`src/rtl/rau_pkg.sv`:
```
// Shared types, codes and defaults of the rational arithmetic unit.
`timescale 1ns / 1ps

package rau_pkg;

  // Default operand word width.
  localparam int WordBitsDef = 32;

  // Operation codes.
  localparam logic [2:0] OP_NORM = 3'd0;
  localparam logic [2:0] OP_ADD  = 3'd1;
  localparam logic [2:0] OP_SUB  = 3'd2;
  localparam logic [2:0] OP_MUL  = 3'd3;
  localparam logic [2:0] OP_DIV  = 3'd4;
  localparam logic [2:0] OP_CMP  = 3'd5;

  // Status codes.
  localparam logic [1:0] ST_OK       = 2'd0;
  localparam logic [1:0] ST_ZERO_DEN = 2'd1;
  localparam logic [1:0] ST_DIV_ZERO = 2'd2;
  localparam logic [1:0] ST_OVERFLOW = 2'd3;

  // Compare codes.
  localparam logic [1:0] ORD_LESS    = 2'd0;
  localparam logic [1:0] ORD_EQUAL   = 2'd1;
  localparam logic [1:0] ORD_GREATER = 2'd2;

  // Input word: operation and two fractions.
  typedef struct packed {
    logic [2:0]         operation;
    logic signed [31:0] a_num;
    logic signed [31:0] a_den;
    logic signed [31:0] b_num;
    logic signed [31:0] b_den;
  } rau_in_t;

  // Result word.
  typedef struct packed {
    logic signed [31:0] res_num;
    logic [30:0]        res_den;
    logic [1:0]         order;
    logic [1:0]         status;
  } rau_out_t;

endpackage

```
`src/rtl/rau_reduce.sv`:
```
// Reduces a fraction of magnitudes by a binary gcd and two bit-serial divisions.
`timescale 1ns / 1ps

module rau_reduce
  import rau_pkg::*;
#(
  parameter int PW = 2 * WordBitsDef + 2
) (
  input  logic          clk_i,
  input  logic          rst_ni,
  input  logic          start_i,
  input  logic [PW-1:0] num_i,
  input  logic [PW-1:0] den_i,
  output logic          done_o,
  output logic [PW-1:0] num_o,
  output logic [PW-1:0] den_o
);

  localparam int CW = $clog2(PW);

  localparam logic [1:0] R_IDLE = 2'd0;
  localparam logic [1:0] R_GCD  = 2'd1;
  localparam logic [1:0] R_DIVN = 2'd2;
  localparam logic [1:0] R_DIVD = 2'd3;

  logic [1:0]    state_q, state_d;
  logic [PW-1:0] u_q, u_d, v_q, v_d, n_q, n_d, d_q, d_d;
  logic [PW-1:0] rem_q, rem_d, quo_q, quo_d;
  logic [CW-1:0] cnt_q, cnt_d;
  logic          done_q, done_d;
  logic [PW:0]   shift_rem;
  logic [PW:0]   diff;
  logic          ge;

  // One restoring division step against the gcd held in v.
  assign shift_rem = {rem_q, quo_q[PW-1]};
  assign diff      = shift_rem - {1'b0, v_q};
  assign ge        = !diff[PW];

  // Sequencer: gcd steps first, then numerator and denominator quotients.
  always_comb begin
    state_d = state_q;
    u_d     = u_q;
    v_d     = v_q;
    n_d     = n_q;
    d_d     = d_q;
    rem_d   = rem_q;
    quo_d   = quo_q;
    cnt_d   = cnt_q;
    done_d  = 1'b0;
    unique case (state_q)
      R_IDLE: begin
        if (start_i) begin
          u_d     = num_i;
          v_d     = den_i;
          n_d     = num_i;
          d_d     = den_i;
          state_d = R_GCD;
        end
      end
      R_GCD: begin
        if (u_q == '0) begin
          rem_d   = '0;
          quo_d   = n_q;
          cnt_d   = '0;
          state_d = R_DIVN;
        end else if (!u_q[0] && !v_q[0]) begin
          // Common factor two leaves the numbers and the gcd alike.
          u_d = u_q >> 1;
          v_d = v_q >> 1;
          n_d = n_q >> 1;
          d_d = d_q >> 1;
        end else if (!u_q[0]) begin
          u_d = u_q >> 1;
        end else if (!v_q[0]) begin
          v_d = v_q >> 1;
        end else if (u_q >= v_q) begin
          u_d = u_q - v_q;
        end else begin
          v_d = v_q - u_q;
        end
      end
      R_DIVN, R_DIVD: begin
        rem_d = ge ? diff[PW-1:0] : shift_rem[PW-1:0];
        quo_d = {quo_q[PW-2:0], ge};
        cnt_d = cnt_q + 1'b1;
        if (cnt_q == CW'(PW - 1)) begin
          if (state_q == R_DIVN) begin
            n_d     = quo_d;
            rem_d   = '0;
            quo_d   = d_q;
            cnt_d   = '0;
            state_d = R_DIVD;
          end else begin
            d_d     = quo_d;
            done_d  = 1'b1;
            state_d = R_IDLE;
          end
        end
      end
      default: state_d = R_IDLE;
    endcase
  end

  // Control registers.
  always_ff @(posedge clk_i or negedge rst_ni) begin
    if (!rst_ni) begin
      state_q <= R_IDLE;
      done_q  <= 1'b0;
      cnt_q   <= '0;
    end else begin
      state_q <= state_d;
      done_q  <= done_d;
      cnt_q   <= cnt_d;
    end
  end

  // Datapath registers.
  always_ff @(posedge clk_i) begin
    u_q   <= u_d;
    v_q   <= v_d;
    n_q   <= n_d;
    d_q   <= d_d;
    rem_q <= rem_d;
    quo_q <= quo_d;
  end

  assign done_o = done_q;
  assign num_o  = n_q;
  assign den_o  = d_q;

endmodule

```
`config.mk`:
```
export PLATFORM = sky130hd
export DESIGN_NAME = rau_reduce
export DESIGN_NICKNAME = d
export VERILOG_FILES = /design/src/rtl/rau_pkg.sv /design/src/rtl/rau_reduce.sv
export SDC_FILE = /design/constraint.sdc
export NUM_CORES = 1
export LEC_CHECK = 0
export BUFFER_PORTS_ARGS = -buffer_cell sky130_fd_sc_hd__buf_2
export CAP_MARGIN = 40
export CELL_PAD_IN_SITES_DETAIL_PLACEMENT = 0
export CELL_PAD_IN_SITES_GLOBAL_PLACEMENT = 1
export CORE_ASPECT_RATIO = 1.1
export CORE_MARGIN = 5
export CORE_UTILIZATION = 43
export CTS_CLUSTER_SIZE = 20
export DETAILED_ROUTE_END_ITERATION = 16
export GPL_ROUTABILITY_DRIVEN = 0
export PLACE_DENSITY = 0.78
export REMOVE_ABC_BUFFERS = 1
export SLEW_MARGIN = 20
export SYNTH_ARGS = -nofsm -noshare
export SYNTH_HDL_FRONTEND = slang
export SYNTH_SLANG_ARGS = --single-unit
```
`constraint.sdc`:
```
create_clock -name clk_i -period 5.9 [get_ports clk_i]
set_input_delay 1.18 -clock clk_i [delete_from_list [all_inputs] [get_ports clk_i]]
set_output_delay 1.18 -clock clk_i [all_outputs]
set_load 0.01 [all_outputs]
```
; Yosys cells after proc, flatten, opt, wreduce, memory -nomap -nowiden
; Cells that the tools add are included.
[totals]
register_bits = 406
in_bits = 135
[op_classes]
add_sub_neg = 4
n_lt_le_gt_ge = 1
n_eq_ne = 14
mux = 44
reduce_logical = 17
[op_table]
columns = operator, n
row1 = 66-bit 2-to-1 mux, 26
row2 = 66-bit case mux with 2 select lines, 4
row3 = 66-bit case mux with 3 select lines, 2
row4 = 66-bit subtractor, 2
row5 = 67-bit by 66-bit subtractor with 67-bit output, 1
row6 = 66-bit greater-or-equal comparator, 1
row7 = 66-bit logical NOT, 1
row8 = 7-bit 2-to-1 mux, 3
row9 = 5-bit AND reduction, 3
row10 = 7-bit case mux with 2 select lines, 1
row11 = 2-bit != test (second input constant), 6
row12 = 4-bit != test (second input constant), 3
row13 = 2-bit 2-to-1 mux, 4
row14 = 4-bit AND reduction, 2
row15 = 7-bit by 1-bit adder with 7-bit output (second input constant), 1
row16 = 7-bit == test (second input constant), 1
row17 = 2-bit case mux with 3 select lines, 1
row18 = 3-bit AND reduction, 2
row19 = 2-bit == test (second input constant), 2
row20 = 2-bit nonzero test, 2
row21 = 1-bit logical NOT, 3
row22 = 1-bit 2-to-1 mux, 3
row23 = 3-bit != test (second input constant), 1
row24 = 2-bit by 1-bit == test with 1-bit output (second input constant), 1
row25 = other kinds (4), 4

; Depth between registers and ports, before layout
[logic_depth]
depth_word = 7
depth_mapped = 17
depth_no_buf = 14

; Worst setup path after synthesis
; OpenSTA, ideal clock, no wires.
[synth_timing]
path_kind = input -> register
from = in start_i
to = reg n_q[0], in the netlist num_o[0] (enable)
setup_time_ps = 572
arrival_ps = 5912
required_ps = 5328
setup_slack_ps = -584
stages = 3
path_buffers = 0
cell_sequence = nor2b_1 -> a21o_1 -> nor3_1
[synth_between]
elab_chain_len = 2
[synth_rtl]
columns = element, line_no
row1 = from (decl), rau_reduce.sv:11  ; input logic start_i,
row2 = 2-bit != test (no source line), -
row3 = 5-bit AND reduction (no source line), -
row4 = to (signal assigned), rau_reduce.sv:122  ; n_q <= n_d;
row5 = to (decl), rau_reduce.sv:27  ; logic [PW-1:0] u_q, u_d, v_q, v_d, n_q, n_d, d_q, d_d;
; Every way passes these cells.
; A chain may end at the register's enable or synchronous reset.

; Worst setup path in the final report
[layout_timing]
from = reg u_q[0]
to = reg v_q[65] (enable)
[layout_between]
elab_chain_len = 4
elab_cells_between_ends = 8
cone_classes = 1 x order compare / 3 x eq/ne / 4 x reduce/logical
[layout_rtl]
columns = element, line_no
row1 = from (decl), rau_reduce.sv:27
row2 = from (signal assigned), rau_reduce.sv:120  ; u_q <= u_d;
row3 = "parallel branches: the longest is 3 deep, another holds 66-bit greater-or-equal comparator", -
row4 = 5-bit AND reduction (no source line) *, -
row5 = to (signal assigned), rau_reduce.sv:121  ; v_q <= v_d;
row6 = to (decl), rau_reduce.sv:27
; Mark *: on every way between the ends.

==> flow_summary.json <==
{
  "critical_path.max_fanout": 40,
  "track_usage": 0.2877,
  "postLayoutCellArea_sq_um": 36530,
  "postCtsResizedCells": 0,
  "report.final.setup_viol": 0,
  "synth-seq-area-share": 0.3697,
  "cp_slowest_stage_delay_ns": 0.59,
  "critical_path.startpoint_type": "flip-flop",
  "synth-edff-count": 396,
  "post_synth_num_cell_types": 81,
  "cts_setup_buffers": 0,
  "cts.hold.buffers_added": 0,
  "grt_antenna_before_repair": 7,
  "asyncSetResetFlopFracSynth": 0.02463,
  "detail_route.first_pass.iterations": 5,
  "clk_pin_slew_ns": 0.07,
  "dp_hpwl_um": 93840,
  "numCtsBuffers": 49,
  "grt_start_max_net_pins": 180,
  "regArea_sq_um": 12140,
  "gr-total-overflow": 0,
  "clk_skew_ns": 0.02720,
  "detail_route_antenna_nets": 0,
  "detail_route.wirelength_um": 124000,
  "wire_length_of_the_first_global_routing_pass_um": 185100,
  "synth-warning-count": 0,
  "root_buffer": "sky130_fd_sc_hd__clkbuf_16",
  "dieArea_sq_um": 82020,
  "portBuffers": 267,
  "placement.cell_area_sq_um": 34950,
  "floorplan.rows": 106,
  "timing.slew.headroom": 0.3506,
  "critPathSlowestCell": "sky130_fd_sc_hd__edfxtp_1",
  "ctsLongestPathBuffers": 3,
  "htreeDepth": 2,
  "floorplan.initialDensity": 0.4330,
  "routed-via-count": 30980,
  "route.detailed.wl_per_inst_um": 24.79,
  "timing.reg2reg.setup_slack_ns": 0.90,
  "max-cap-violations": 0,
  "core-area_sq_um": 75860,
  "grt_pass1_vias": 29570,
  "area_taken_by_multi_input_logic_gates_sq_um": 19000,
  "signal_arrival_time_at_the_worst_endpoint_ns": 5.28,
  "cts_num_sinks": 406,
  "unrepaired_setup_endpoints_after_global_routing": "no",
  "synth-seq-cells": 406,
  "initialDrtViolationCount": 3509,
  "path_cells": "inv_1 -> ha_1 -> inv_1 -> fa_1 -> a21o_1 -> a221oi_1 -> a22oi_1 -> a41o_1 -> nor2_1 -> o31ai_4 -> a21oi_2 -> nor2_2 -> o21ai_0 -> and2_4 -> buf_12",
  "via_per_inst": 6.197,
  "path_buf_inv": 3,
  "layout-area-overhead-vs-synth_pct": 11.22,
  "cp_data_required_time_ns": 6.18,
  "cts_tree": "yes",
  "drive_above_1_share": 0.1242,
  "critical_path.most_common_cell": "sky130_fd_sc_hd__inv_1",
  "die_width_um": 273.5,
  "worstMarginPinSlew_ns": 0.9615,
  "syn_area_per_cell_sq_um": 8.578,
  "finalNetCount": 4276,
  "period_minus_slack_ns": 4.996,
  "status": "complete, no violations",
  "layout.filler_cells": 7465,
  "max_slew_violation_total_from_the_final_report": 0,
  "final.period_utilization": 0.8468,
  "fp.dieH_um": 299.9,
  "synthFlopType": "sky130_fd_sc_hd__edfxtp_1",
  "syn-instance-count": 3829,
  "timing_hold_violations_final": 0,
  "number_of_remaining_drc_errors": 0,
  "clkLatencyLatePin_ns": 0.62,
  "fin_tns_setup_ns": 0,
  "worst_setup_path_end_kind": "flip-flop",
  "cpLargestDelayFamily": "compound AO/OA/AOI/OAI gates",
  "syn-cell-area_sq_um": 32850,
  "timing_worst_setup_path_type": "flip-flop to flip-flop",
  "num_io_pins": 268,
  "timing.hold.worst.class": "input port to asynchronous set/reset pin",
  "maximum_clock_frequency_mhz": 200.2
}
-- per-stage QoR --
stage	hold slack [ns]	util	instances	worst slack (ns)
2_1_floorplan	0.4459	-	3566	-6.756
3_3_place_gp	0.4739	0.4596	4902	1.112
3_5_place_dp	0.4843	0.4607	4907	1.036
4_1_cts	0.4441	0.4814	4996	0.9997
5_1_grt	0.4639	0.4814	4996	0.8087
6_report	0.4572	0.4815	4999	0.9040
-- cells by family (layout without fill, tap and decap cells) --
kind of cell	count (synthesis)	count (layout)	share of synthesized area
xor+xnor	171	171	0.04560
buf+inv	455	596	0.05569
simple gates	1057	1057	0.1441
other cells	0	3	0
flops	406	406	0.3697
fa+ha+maj	209	209	0.08030
compound gates	1385	1385	0.2577
mux	146	146	0.04693
-- per-layer routing --
layer | vias up | track usage | routed length, um
met5 | - | 0 | 50
met4 | 8 | 0.09550 | 4830
met3 | 233 | 0.04908 | 10230
met2 | 1455 | 0.4447 | 54460
met1 | 14960 | 0.4110 | 54380
li1 | 14320 | - | -
-- layout by cell type (no fill, tap or decap), types with 15 or more instances in the layout --
cell,instances
sky130_fd_sc_hd__nand3_1,82
sky130_fd_sc_hd__a21o_1,70
sky130_fd_sc_hd__a2bb2oi_1,39
sky130_fd_sc_hd__edfxtp_1,396
sky130_fd_sc_hd__o31ai_1,23
sky130_fd_sc_hd__a221oi_1,18
sky130_fd_sc_hd__nor2_1,339
sky130_fd_sc_hd__xnor2_1,116
sky130_fd_sc_hd__o21ai_0,378
sky130_fd_sc_hd__xor2_1,55
sky130_fd_sc_hd__ha_1,202
sky130_fd_sc_hd__buf_4,39
sky130_fd_sc_hd__mux2i_1,82
sky130_fd_sc_hd__o21a_1,30
sky130_fd_sc_hd__nor3_1,66
sky130_fd_sc_hd__o221ai_1,17
sky130_fd_sc_hd__nand2b_1,16
sky130_fd_sc_hd__nand4_1,54
sky130_fd_sc_hd__inv_1,190
sky130_fd_sc_hd__mux2_2,64
sky130_fd_sc_hd__clkbuf_16,49
sky130_fd_sc_hd__a31oi_1,24
sky130_fd_sc_hd__nor4_1,23
sky130_fd_sc_hd__o211ai_1,18
sky130_fd_sc_hd__a22oi_1,142
sky130_fd_sc_hd__nand2_1,372
sky130_fd_sc_hd__and3_1,22
sky130_fd_sc_hd__nor2b_1,15
sky130_fd_sc_hd__a211oi_1,21
sky130_fd_sc_hd__o21bai_1,45
sky130_fd_sc_hd__buf_2,269
sky130_fd_sc_hd__a21oi_1,470
-- state kept, by name (all words and copies together), names as in the netlist --
name / count
num_o: 66
rem_q: 66
state_q: 2
done_o: 1
u_q: 66
den_o: 66
cnt_q: 7
quo_q: 66
v_q: 66
-- worst register-to-register path: stages (launching register included) --
cell                       delay [ns]
sky130_fd_sc_hd__edfxtp_1        0.59
sky130_fd_sc_hd__inv_1           0.20
sky130_fd_sc_hd__ha_1            0.18
sky130_fd_sc_hd__inv_1           0.05
sky130_fd_sc_hd__fa_1            0.41
sky130_fd_sc_hd__a21o_1          0.20
sky130_fd_sc_hd__a221oi_1        0.51
sky130_fd_sc_hd__a22oi_1         0.18
sky130_fd_sc_hd__a41o_1          0.26
sky130_fd_sc_hd__nor2_1          0.40
sky130_fd_sc_hd__o31ai_4         0.18
sky130_fd_sc_hd__a21oi_2         0.34
sky130_fd_sc_hd__nor2_2          0.12
sky130_fd_sc_hd__o21ai_0         0.19
sky130_fd_sc_hd__and2_4          0.48
sky130_fd_sc_hd__buf_12          0.33
-- Yosys cell counts (all sizes together), types with 10 or more instances --
| cell type | instances | share of area |
|---|---|---|
| clkbuf | 170 | 0.019 |
| a2bb2oi | 39 | 0.010 |
| nor2b | 15 | 0.0029 |
| xnor2 | 116 | 0.031 |
| o21bai | 45 | 0.010 |
| mux2i | 82 | 0.025 |
| and2 | 12 | 0.0023 |
| edfxtp | 396 | 0.36 |
| dfrtp | 10 | 0.0076 |
| a21boi | 12 | 0.0027 |
| inv | 192 | 0.022 |
| o211ai | 18 | 0.0041 |
| nor2 | 345 | 0.040 |
| a21o | 70 | 0.016 |
| a21oi | 471 | 0.072 |
| and3 | 22 | 0.0042 |
| xor2 | 55 | 0.015 |
| a211oi | 21 | 0.0048 |
| nand3 | 85 | 0.013 |
| nor3 | 68 | 0.011 |
| nand2 | 374 | 0.043 |
| nand4 | 59 | 0.012 |
| ha | 206 | 0.078 |
| buf | 93 | 0.014 |
| o21a | 30 | 0.0069 |
| a22oi | 142 | 0.032 |
| o221ai | 17 | 0.0045 |
| o21ai | 382 | 0.058 |
| nor4 | 23 | 0.0044 |
| o31ai | 25 | 0.0063 |
| mux2 | 64 | 0.022 |
| a31oi | 24 | 0.0046 |
| nand2b | 18 | 0.0034 |
| a221oi | 18 | 0.0048 |
-- final cells by class --
| type | instances | area share |
|---|---|---|
| Antenna cell | 3 | 0.0002055 |
| Inverter | 192 | 0.01987 |
| Timing Repair Buffer | 315 | 0.04911 |
| Clock inverter | 32 | 0.008734 |
| Clock buffer | 57 | 0.03439 |
| Tap cell | 1026 | 0.03514 |
| Multi-Input combinational cell | 2968 | 0.5202 |
| Sequential cell | 406 | 0.3324 |
-- worst paths after layout --
kind,depth (start not counted),start,end
max in group asynchronous,1,rst_ni,done_o
setup / recovery,15,u_q[0],v_q[65]
hold / removal,1,rst_ni,cnt_q[4]
min in group clk_i,1,cnt_q[6],cnt_q[6]
setup reg to reg,15,u_q[0],v_q[65]
hold reg to reg,1,cnt_q[6],cnt_q[6]
Power is left out: the tool's default activity adds up to more than one toggle a clock period on the data nets, which glitch-free logic cannot reach.
